--- src/design/assert_macros.svh ---
// Assertion macros shared by the RTL. Bodies are empty for synthesis.
`ifndef ASSERT_MACROS_SVH
`define ASSERT_MACROS_SVH

`ifndef SYNTHESIS

// Property that must hold at every clock edge outside reset.
`define CHK_ALWAYS(name, clk, rst, expr) \
   name: assert property (@(posedge clk) disable iff (rst) (expr)) \
      else $error("assertion failed: invariant");

// Consequence that must hold in the same cycle as its antecedent.
`define CHK_IMPLY(name, clk, rst, ante, cons) \
   name: assert property (@(posedge clk) disable iff (rst) (ante) |-> (cons)) \
      else $error("assertion failed: same-cycle implication");

// Consequence that must hold in the cycle after its antecedent.
`define CHK_NEXT(name, clk, rst, ante, cons) \
   name: assert property (@(posedge clk) disable iff (rst) (ante) |=> (cons)) \
      else $error("assertion failed: next-cycle implication");

`else

`define CHK_ALWAYS(name, clk, rst, expr)
`define CHK_IMPLY(name, clk, rst, ante, cons)
`define CHK_NEXT(name, clk, rst, ante, cons)

`endif

`endif

--- src/design/i2cms_pkg.sv ---
`timescale 1ns / 1ps

package i2cms_pkg;

   localparam int BUFFER_DEPTH_DEF = 16;
   localparam logic [4:0] POS_MAX = 5'd31;

   typedef enum logic [1:0] {
      FUNC_LOAD   = 2'd0,
      FUNC_LAUNCH = 2'd1,
      FUNC_EVENT  = 2'd2,
      FUNC_READ   = 2'd3
   } func_type;

   typedef enum logic [2:0] {
      ACT_NONE    = 3'd0,
      ACT_START   = 3'd1,
      ACT_SEND    = 3'd2,
      ACT_RX_ACK  = 3'd3,
      ACT_RX_NACK = 3'd4,
      ACT_STOP    = 3'd5,
      ACT_ABANDON = 3'd6
   } action_type;

   // Bus engine status codes; anything above ST_OTHER is treated as ST_OTHER.
   localparam logic [3:0] ST_START        = 4'd0;
   localparam logic [3:0] ST_RSTART       = 4'd1;
   localparam logic [3:0] ST_WR_ADDR_ACK  = 4'd2;
   localparam logic [3:0] ST_WR_DATA_ACK  = 4'd3;
   localparam logic [3:0] ST_RD_ADDR_ACK  = 4'd4;
   localparam logic [3:0] ST_RD_DATA_ACK  = 4'd5;
   localparam logic [3:0] ST_RD_DATA_NACK = 4'd6;
   localparam logic [3:0] ST_ARB_LOST     = 4'd7;
   localparam logic [3:0] ST_WR_ADDR_NACK = 4'd8;
   localparam logic [3:0] ST_RD_ADDR_NACK = 4'd9;
   localparam logic [3:0] ST_WR_DATA_NACK = 4'd10;
   localparam logic [3:0] ST_BUS_ERROR    = 4'd11;
   localparam logic [3:0] ST_OTHER        = 4'd12;

   localparam logic [2:0] ERR_NONE         = 3'd0;
   localparam logic [2:0] ERR_WR_ADDR_NACK = 3'd1;
   localparam logic [2:0] ERR_RD_ADDR_NACK = 3'd2;
   localparam logic [2:0] ERR_WR_DATA_NACK = 3'd3;
   localparam logic [2:0] ERR_BUS          = 3'd4;
   localparam logic [2:0] ERR_OTHER        = 3'd5;

   typedef struct packed {
      func_type   func;
      logic [3:0] buf_index;
      logic [7:0] wr_byte;
      logic [6:0] target_addr;
      logic       read_not_write;
      logic [4:0] msg_len;
      logic [3:0] status;
      logic [7:0] rx_byte;
   } req_type;

   typedef struct packed {
      action_type action;
      logic [7:0] tx_byte;
      logic [7:0] read_byte;
      logic       busy_res;
      logic [2:0] last_error;
      logic       rejected;
   } rsp_type;

   // Buffer position advances by one and sticks at its top value.
   function automatic logic [4:0] pos_inc(input logic [4:0] pos);
      pos_inc = (pos == POS_MAX) ? pos : pos + 5'd1;
   endfunction

endpackage

--- src/design/i2c_master_transfer_sequencer_top.sv ---
`timescale 1ns / 1ps
// An accepted item is held in the input register, and its result then in the result register.
// Throughput: one item per cycle unless the result side stalls (single processing stage).
// Reset: synchronous, active high; holds ready low and clears both stage valids and all state.
// The byte buffer is not cleared by reset; an entry reads back as whatever was last written.
`include "assert_macros.svh"

module i2c_master_transfer_sequencer_top import i2cms_pkg::*; #(
   parameter int BUFFER_DEPTH = BUFFER_DEPTH_DEF
) (
   input  logic    clock,
   input  logic    reset,
   input  logic    req_valid,
   output logic    req_ready,
   input  req_type req_data,
   output logic    rsp_valid,
   input  logic    rsp_ready,
   output rsp_type rsp_data
);

   // Address width of the buffer, and a nine-bit width that holds any legal depth
   // so that positions and indexes can be range-checked without truncation.
   localparam int AW = (BUFFER_DEPTH > 1) ? $clog2(BUFFER_DEPTH) : 1;
   localparam int IW = 9;
   localparam logic [IW-1:0] DEPTH_W = IW'(BUFFER_DEPTH);

   // The pipeline has two registers. The input register holds one accepted item
   // while the buffer is read for it; the processing stage then applies the item
   // to the sequencer state and writes the result register. An item moves on
   // whenever the result register is empty or is being emptied in the same cycle,
   // so a new item is taken in every cycle unless the result side stalls.
   logic    s1_valid_ff, s1_valid_in;
   req_type s1_data_ff;
   logic    rsp_valid_ff, rsp_valid_in;
   rsp_type rsp_ff, rsp_in;
   logic    fire;
   logic    load;

   // Sequencer state.
   logic [4:0] pos_ff, pos_in;
   logic       addr_sent_ff, addr_sent_in;
   logic [7:0] addr_ff, addr_in;
   logic [4:0] length_ff, length_in;
   logic       busy_ff, busy_in;
   logic [2:0] err_ff, err_in;

   // Buffer access.
   logic          wr_en;
   logic [AW-1:0] wr_addr;
   logic [7:0]    wr_data;
   logic [AW-1:0] rd_addr;
   logic [7:0]    ram_rd_data;
   logic [7:0]    mem_data;
   logic          byp_hit_ff;
   logic [7:0]    byp_data_ff;
   logic [4:0]    pos_fwd;
   logic [IW-1:0] req_idx_w;
   logic [IW-1:0] pos_fwd_w;

   // Working values of the processing stage.
   logic [IW-1:0] s1_idx_w;
   logic          idx_ok;
   logic [IW-1:0] pos_w;
   logic          pos_ok;
   logic [4:0]    ev_pos;
   logic          ev_sent;
   logic [IW-1:0] ev_pos_w;
   logic [4:0]    launch_len;

   assign fire      = s1_valid_ff && (!rsp_valid_ff || rsp_ready);
   assign req_ready = !reset && (!s1_valid_ff || fire);
   assign load      = req_valid && req_ready;

   always_comb begin
      s1_valid_in = s1_valid_ff;
      if (load) begin
         s1_valid_in = 1'b1;
      end else if (fire) begin
         s1_valid_in = 1'b0;
      end
      rsp_valid_in = rsp_valid_ff;
      if (fire) begin
         rsp_valid_in = 1'b1;
      end else if (rsp_ready) begin
         rsp_valid_in = 1'b0;
      end
   end

   // The buffer read for an incoming item is issued as it enters the input
   // register. The item ahead of it may change the position or write the buffer
   // at that same edge, so the position is forwarded from the processing stage and
   // a write to the address being read is caught in a bypass register.
   assign pos_fwd   = fire ? pos_in : pos_ff;
   assign req_idx_w = IW'(req_data.buf_index);
   assign pos_fwd_w = IW'(pos_fwd);
   assign rd_addr   = (req_data.func == FUNC_READ) ? req_idx_w[AW-1:0] : pos_fwd_w[AW-1:0];
   assign mem_data  = byp_hit_ff ? byp_data_ff : ram_rd_data;

   i2cms_ram #(
      .WIDTH (8),
      .DEPTH (BUFFER_DEPTH)
   ) u_buffer (
      .clock   (clock),
      .wr_en   (wr_en),
      .wr_addr (wr_addr),
      .wr_data (wr_data),
      .rd_en   (load),
      .rd_addr (rd_addr),
      .rd_data (ram_rd_data)
   );

   always_ff @(posedge clock) begin
      if (reset) begin
         s1_valid_ff  <= 1'b0;
         rsp_valid_ff <= 1'b0;
         pos_ff       <= '0;
         addr_sent_ff <= 1'b0;
         addr_ff      <= '0;
         length_ff    <= '0;
         busy_ff      <= 1'b0;
         err_ff       <= ERR_NONE;
      end else begin
         s1_valid_ff  <= s1_valid_in;
         rsp_valid_ff <= rsp_valid_in;
         if (fire) begin
            pos_ff       <= pos_in;
            addr_sent_ff <= addr_sent_in;
            addr_ff      <= addr_in;
            length_ff    <= length_in;
            busy_ff      <= busy_in;
            err_ff       <= err_in;
         end
      end
   end

   always_ff @(posedge clock) begin
      if (load) begin
         s1_data_ff  <= req_data;
         byp_hit_ff  <= wr_en && (wr_addr == rd_addr);
         byp_data_ff <= wr_data;
      end
      if (fire) begin
         rsp_ff <= rsp_in;
      end
   end

   // Range checks on the item's index and the current buffer position.
   assign s1_idx_w = IW'(s1_data_ff.buf_index);
   assign idx_ok   = s1_idx_w < DEPTH_W;
   assign pos_w    = IW'(pos_ff);
   assign pos_ok   = pos_w < DEPTH_W;
   assign ev_pos_w = IW'(ev_pos);

   // Launch length is clamped to the buffer depth, and a read moves at least one byte.
   always_comb begin
      launch_len = s1_data_ff.msg_len;
      if (IW'(s1_data_ff.msg_len) > DEPTH_W) begin
         launch_len = DEPTH_W[4:0];
      end
      if (s1_data_ff.read_not_write && (launch_len == 5'd0)) begin
         launch_len = 5'd1;
      end
   end

   // Processing stage: one item against the sequencer state.
   always_comb begin
      pos_in       = pos_ff;
      addr_sent_in = addr_sent_ff;
      addr_in      = addr_ff;
      length_in    = length_ff;
      busy_in      = busy_ff;
      err_in       = err_ff;
      wr_en        = 1'b0;
      wr_addr      = pos_w[AW-1:0];
      wr_data      = s1_data_ff.rx_byte;
      ev_pos       = pos_ff;
      ev_sent      = addr_sent_ff;
      rsp_in       = '0;
      rsp_in.action = ACT_NONE;

      case (s1_data_ff.func)
         FUNC_LOAD: begin
            if (busy_ff) begin
               rsp_in.rejected = 1'b1;
            end else if (idx_ok) begin
               wr_en   = 1'b1;
               wr_addr = s1_idx_w[AW-1:0];
               wr_data = s1_data_ff.wr_byte;
            end
         end
         FUNC_LAUNCH: begin
            if (busy_ff) begin
               rsp_in.rejected = 1'b1;
            end else begin
               length_in     = launch_len;
               addr_in       = {s1_data_ff.target_addr, s1_data_ff.read_not_write};
               err_in        = ERR_NONE;
               busy_in       = 1'b1;
               rsp_in.action = ACT_START;
            end
         end
         FUNC_EVENT: begin
            if (busy_ff) begin
               case (s1_data_ff.status)
                  ST_START, ST_RSTART, ST_WR_ADDR_ACK, ST_WR_DATA_ACK: begin
                     // A (repeated) start begins the transfer again from the address.
                     if (s1_data_ff.status inside {ST_START, ST_RSTART}) begin
                        ev_pos  = 5'd0;
                        ev_sent = 1'b0;
                     end
                     pos_in       = ev_pos;
                     addr_sent_in = ev_sent;
                     if (!ev_sent) begin
                        addr_sent_in   = 1'b1;
                        rsp_in.tx_byte = addr_ff;
                        rsp_in.action  = ACT_SEND;
                     end else if ((ev_pos < length_ff) && (ev_pos_w < DEPTH_W)) begin
                        rsp_in.tx_byte = mem_data;
                        pos_in         = pos_inc(ev_pos);
                        rsp_in.action  = ACT_SEND;
                     end else begin
                        busy_in       = 1'b0;
                        rsp_in.action = ACT_STOP;
                     end
                  end
                  ST_RD_DATA_ACK: begin
                     wr_en  = pos_ok;
                     ev_pos = pos_inc(pos_ff);
                     pos_in = ev_pos;
                     // Acknowledge while at least two more bytes are due.
                     rsp_in.action = ((6'(ev_pos) + 6'd1) < 6'(length_ff)) ?
                                     ACT_RX_ACK : ACT_RX_NACK;
                  end
                  ST_RD_ADDR_ACK: begin
                     rsp_in.action = ((6'(pos_ff) + 6'd1) < 6'(length_ff)) ?
                                     ACT_RX_ACK : ACT_RX_NACK;
                  end
                  ST_RD_DATA_NACK: begin
                     wr_en         = pos_ok;
                     busy_in       = 1'b0;
                     rsp_in.action = ACT_STOP;
                  end
                  ST_ARB_LOST: begin
                     rsp_in.action = ACT_START;
                  end
                  ST_WR_ADDR_NACK: begin
                     err_in        = ERR_WR_ADDR_NACK;
                     busy_in       = 1'b0;
                     rsp_in.action = ACT_ABANDON;
                  end
                  ST_RD_ADDR_NACK: begin
                     err_in        = ERR_RD_ADDR_NACK;
                     busy_in       = 1'b0;
                     rsp_in.action = ACT_ABANDON;
                  end
                  ST_WR_DATA_NACK: begin
                     err_in        = ERR_WR_DATA_NACK;
                     busy_in       = 1'b0;
                     rsp_in.action = ACT_ABANDON;
                  end
                  ST_BUS_ERROR: begin
                     err_in        = ERR_BUS;
                     busy_in       = 1'b0;
                     rsp_in.action = ACT_ABANDON;
                  end
                  default: begin
                     err_in        = ERR_OTHER;
                     busy_in       = 1'b0;
                     rsp_in.action = ACT_ABANDON;
                  end
               endcase
            end
         end
         FUNC_READ: begin
            if (idx_ok) begin
               rsp_in.read_byte = mem_data;
            end
         end
         default: begin
            rsp_in.action = ACT_NONE;
         end
      endcase

      // The buffer is only written when the item actually leaves the input register;
      // an item that waits, or one that has already gone, must not write again.
      if (!fire) begin
         wr_en = 1'b0;
      end

      rsp_in.busy_res   = busy_in;
      rsp_in.last_error = err_in;
   end

   assign rsp_valid = rsp_valid_ff;
   assign rsp_data  = rsp_ff;

   // The input side only stalls when both registers are full.
   `CHK_IMPLY(a_ready_stall, clock, reset, !req_ready, s1_valid_ff && rsp_valid_ff)
   // A refused load or launch is only possible during a transfer.
   `CHK_IMPLY(a_reject_busy, clock, reset, fire && rsp_in.rejected, busy_ff)
   // An accepted launch leaves the sequencer busy with the error cleared.
   `CHK_NEXT(a_launch_busy, clock, reset,
             fire && (rsp_in.action == ACT_START) && !busy_ff,
             busy_ff && (err_ff == ERR_NONE))
   // Stop and abandon always end the transfer.
   `CHK_NEXT(a_end_idle, clock, reset,
             fire && ((rsp_in.action == ACT_STOP) || (rsp_in.action == ACT_ABANDON)),
             !busy_ff)

endmodule

--- src/design/i2cms_ram.sv ---
`timescale 1ns / 1ps

// Simple dual-port RAM: one write port, one read port with registered data.
module i2cms_ram #(
   parameter int WIDTH = 8,
   parameter int DEPTH = 16,
   localparam int AW = (DEPTH > 1) ? $clog2(DEPTH) : 1
) (
   input  logic             clock,
   input  logic             wr_en,
   input  logic [AW-1:0]    wr_addr,
   input  logic [WIDTH-1:0] wr_data,
   input  logic             rd_en,
   input  logic [AW-1:0]    rd_addr,
   output logic [WIDTH-1:0] rd_data
);

   logic [WIDTH-1:0] mem_ff [DEPTH];
   logic [WIDTH-1:0] rd_data_ff;

   always_ff @(posedge clock) begin
      if (wr_en) begin
         mem_ff[wr_addr] <= wr_data;
      end
      if (rd_en) begin
         rd_data_ff <= mem_ff[rd_addr];
      end
   end

   assign rd_data = rd_data_ff;

endmodule
--- config.mk ---
export PLATFORM = sky130hd
export DESIGN_NAME = i2c_master_transfer_sequencer_top
export DESIGN_NICKNAME = d
export VERILOG_FILES = /design/src/design/i2cms_pkg.sv /design/src/design/i2c_master_transfer_sequencer_top.sv /design/src/design/i2cms_ram.sv
export VERILOG_INCLUDE_DIRS = /design/src /design/src/design
export SDC_FILE = /design/constraint.sdc
export NUM_CORES = 1
export LEC_CHECK = 0
export ABC_AREA = 0
export CORE_ASPECT_RATIO = 1.75
export CORE_UTILIZATION = 40
export CTS_BUF_LIST = sky130_fd_sc_hd__clkbuf_16
export DETAILED_ROUTE_END_ITERATION = 10
export DONT_BUFFER_PORTS = 1
export GPL_TIMING_DRIVEN = 1
export HOLD_SLACK_MARGIN = 0.08
export PLACE_DENSITY = 0.68
export SYNTH_ARGS = -nofsm -noshare
export SYNTH_HDL_FRONTEND = slang
export SYNTH_SLANG_ARGS = --single-unit
--- constraint.sdc ---
create_clock -name clock -period 3.7 [get_ports clock]
set_clock_uncertainty 0.05 [all_clocks]
set_input_delay 0.185 -clock clock [delete_from_list [all_inputs] [get_ports clock]]
set_output_delay 0.185 -clock clock [all_outputs]
set_load 0.05 [all_outputs]
==> out/results.ini <==
[status]
status = finished with violations
violations = DRC

[global_route]
grt_overflow = 0
grt_pass1_wl_um = 39600
grt_max_degree = 33
track_usage = 0.196
antenna_found_initial = 0
first_global_vias = 6940

[worst_setup_path]
crit_arrival_ns = 3.91
cp-start-kind = flop
critPathMaxFanout = 12
crit_slowest_cell = or4_4
max_stage_delay_ns = 0.57
path_cells = or3_4 -> and2_4 -> ha_1 -> o21a_1 -> o21ai_2 -> or4_4 -> buf_6 -> a21oi_4 -> o31ai_4 -> buf_6 -> buf_16 -> mux2_4 -> a2bb2oi_2 -> nand3_1 -> mux2i_1
path_common_cell = buf_6
critPathCaptureType = flop
crit_family = simple AND/OR/NAND/NOR gates
rrSetupSlack_ns = 0.01
crit_type = reg -> reg
worstPathRequired_ns = 3.92
cp.buffers_inverters = 3

[clock_tree]
root_buffer = clkbuf_16
cts_inserted_buffers = 21
cts.clk_slew.worst_paths_ns = 0.08
cts.sink_count = 233
cts_tree = built
clk_latency_ns = 0.52
clock_path_buffers = 3
htree_levels = 1

[finish]
stdcell_count = 1261
seq_area_mm2 = 0.00675
area_delta_synth_final_pct = 21.9
nets = 991
diodes = 0
nFillCells = 2186
fin_util = 0.496
multi_input_area_mm2 = 0.00364
drive_gt1_frac = 0.201

[synthesis]
synth_edf_count = 208
ys_seq_elements = 233
synth.distinct_cells = 74
synthCells = 794
seq_area_frac_synth = 0.638
ys.flop_type = edfxtp_1
syn_area_per_cell_um2 = 13.3
syn_area_mm2 = 0.0106
synth_fp_nets = 858
async_flop_share = 0
synth-warning-count = 0

[placed_design]
hpwl_um = 18600
place_inst = 1167
routabilityCongestion = 0.951
portBuffers = 0

[detailed_routing]
wire_per_inst_um = 21.0
dr_total_vias = 6790
drc = 14
drtIter0Drc = 453
viasPerCell = 5.38
postRouteAntennaNets = 0
dr.pass1.iters = 10
drt_wl_total_um = 26500

[sta]
period_needed_ns = 3.69
slew_viol_final = 0
fin_crit_sh = 0.997
fmax_ghz = 0.271
rsz0062_at_grt = yes
setup_viol = 0
relSlewSlack = 0.276
worstMarginPinSlew_ns = 1.08
hold_violations = 0

[power_and_ir_drop]
p_leak_nw = 4.72
vdd_ir_drop_max_mv = 0.282
power_density_mw_per_mm2 = 430
p_total_w = 0.00554

[min_path]
hp-class = in -> reg

[floorplan]
die_y_um = 217
core_mm2 = 0.0260
start_util = 0.407
rows = 78
die_x_um = 125
ioPinCount = 69
dieArea_mm2 = 0.0271

[run]
drv_cap = 0

## cell usage in the layout (no fill, tap or decap), drive strengths merged, types with 6 or more instances in the layout
| cell | synthesis | layout |
|---|---|---|
| mux2i | 97 | 97 |
| xnor2 | 10 | 10 |
| edfxtp | 208 | 208 |
| mux2 | 9 | 9 |
| inv | 16 | 23 |
| ha | 21 | 21 |
| a22oi | 23 | 23 |
| nor4 | 6 | 6 |
| dlygate4sd3 | 0 | 43 |
| dfxtp | 25 | 25 |
| a31oi | 8 | 8 |
| nor2 | 59 | 59 |
| nand3 | 15 | 15 |
| nor3 | 17 | 17 |
| nand2 | 92 | 92 |
| buf | 19 | 108 |
| clkbuf | 22 | 21 |
| o21ai | 19 | 19 |
| nor2b | 9 | 9 |
| a21oi | 38 | 38 |
| and2 | 12 | 12 |
| clkinv | 2 | 8 |
## cell families after synthesis
family	share of synthesized area
fa+ha+maj	0.0249
compound gates	0.0843
buf+inv	0.0325
xor+xnor	0.0108
simple gates	0.108
mux	0.102
flops	0.638
## power by group
group / switching, W / internal (W) / total, W
Clock: 0.000977 / 0.00120 / 0.00217
Sequential: 0.0000638 / 0.00293 / 0.00299
Combinational: 0.000216 / 0.000162 / 0.000378
Total: 0.00126 / 0.00428 / 0.00554
## synthesized netlist by cell type, drive strengths merged (3+ instances only)
cell type / instances / area share
and3: 4 / 0.0024
xor2: 3 / 0.0025
nor2b: 9 / 0.0053
buf: 19 / 0.018
clkbuf: 22 / 0.0078
nand2: 92 / 0.033
nand4: 3 / 0.0018
nand3: 15 / 0.0071
o31ai: 4 / 0.0033
o21ai: 19 / 0.0090
nor3b: 5 / 0.0036
a22oi: 23 / 0.016
a21oi: 38 / 0.018
nor3: 17 / 0.0090
o31a: 3 / 0.0025
nor2: 59 / 0.021
a21o: 3 / 0.0021
nor4: 6 / 0.0067
ha: 21 / 0.025
and2: 12 / 0.0073
edfxtp: 208 / 0.59
a31oi: 8 / 0.0067
dfxtp: 25 / 0.047
inv: 16 / 0.0057
nand2b: 5 / 0.0030
a22o: 4 / 0.0033
mux2: 9 / 0.0099
xnor2: 10 / 0.0083
mux2i: 97 / 0.092
## timing repair
action | in CTS | in global routing
resized for setup | 16 | 23
endpoints found under the setup margin | 9 | 9
gates cloned | 1 | 0
setup buffers | 4 | 12
hold buffers | 43 | 0
pin swaps | 7 | 13
endpoints found under the hold margin | 64 | 0
## sequential cells by signal, indices dropped and copies added, names as in the netlist
| signal | count |
|---|---|
| addr_ff | 8 |
| addr_sent_ff | 1 |
| busy_ff | 1 |
| byp_data_ff | 8 |
| byp_hit_ff | 1 |
| err_ff | 3 |
| length_ff | 5 |
| pos_ff | 5 |
| rsp_data | 24 |
| rsp_valid | 1 |
| s1_data_ff | 39 |
| s1_valid_ff | 1 |
| u_buffer.mem_ff | 128 |
| u_buffer.rd_data | 8 |
## worst paths after layout
path | depth (start not counted) | start | to
hold reg to reg | 2 | addr_ff[3] | addr_ff[3]
setup reg to reg | 15 | s1_data_ff[9] | u_buffer.rd_data[6]
setup / recovery | 15 | s1_data_ff[9] | u_buffer.rd_data[6]
hold / removal | 4 | rsp_ready | err_ff[1]
## through the flow
stage / cell area (um^2) / setup WS [ns] / hold slack (ns) / setup TNS, ns
final: 12900 / 0.0128 / 0.178 / 0
after global routing: 12900 / -0.116 / 0.215 / -0.736
after CTS: 12700 / -0.0304 / 0.134 / -0.0832
after detailed placement: 11500 / -0.274 / 0.210 / -1.67
after global placement: 11500 / -0.225 / 0.207 / -1.34
after floorplan: 10600 / 0.0591 / 0.234 / 0
## metal layers
metal / wire, um / vias to the layer above / global-route usage
li1: - / 3230 / -
met1: 8960 / 3282 / 0.182
met2: 15000 / 197 / 0.396
met3: 915 / 81 / 0.0224
met4: 1590 / 0 / 0.126
met5: 0 / - / 0
## final cells by class
cell class,instances,share of cell area
repair buffers,151,0.105
inverters,18,0.00524
clock buffers,21,0.0408
well taps,320,0.0311
multi-input cells,502,0.282
clock inverters,16,0.0118
flip-flops and latches,233,0.524
## worst reg2reg max path: stages, from the launching register on
cell and delay, ns:
edfxtp_1 0.40, or3_4 0.40, and2_4 0.17, ha_1 0.26, o21a_1 0.14, o21ai_2 0.06, or4_4 0.57, buf_6 0.15
a21oi_4 0.15, o31ai_4 0.13, buf_6 0.16, buf_16 0.15, mux2_4 0.31, a2bb2oi_2 0.17, nand3_1 0.10, mux2i_1 0.07
Power figures use the tool's default switching activity.
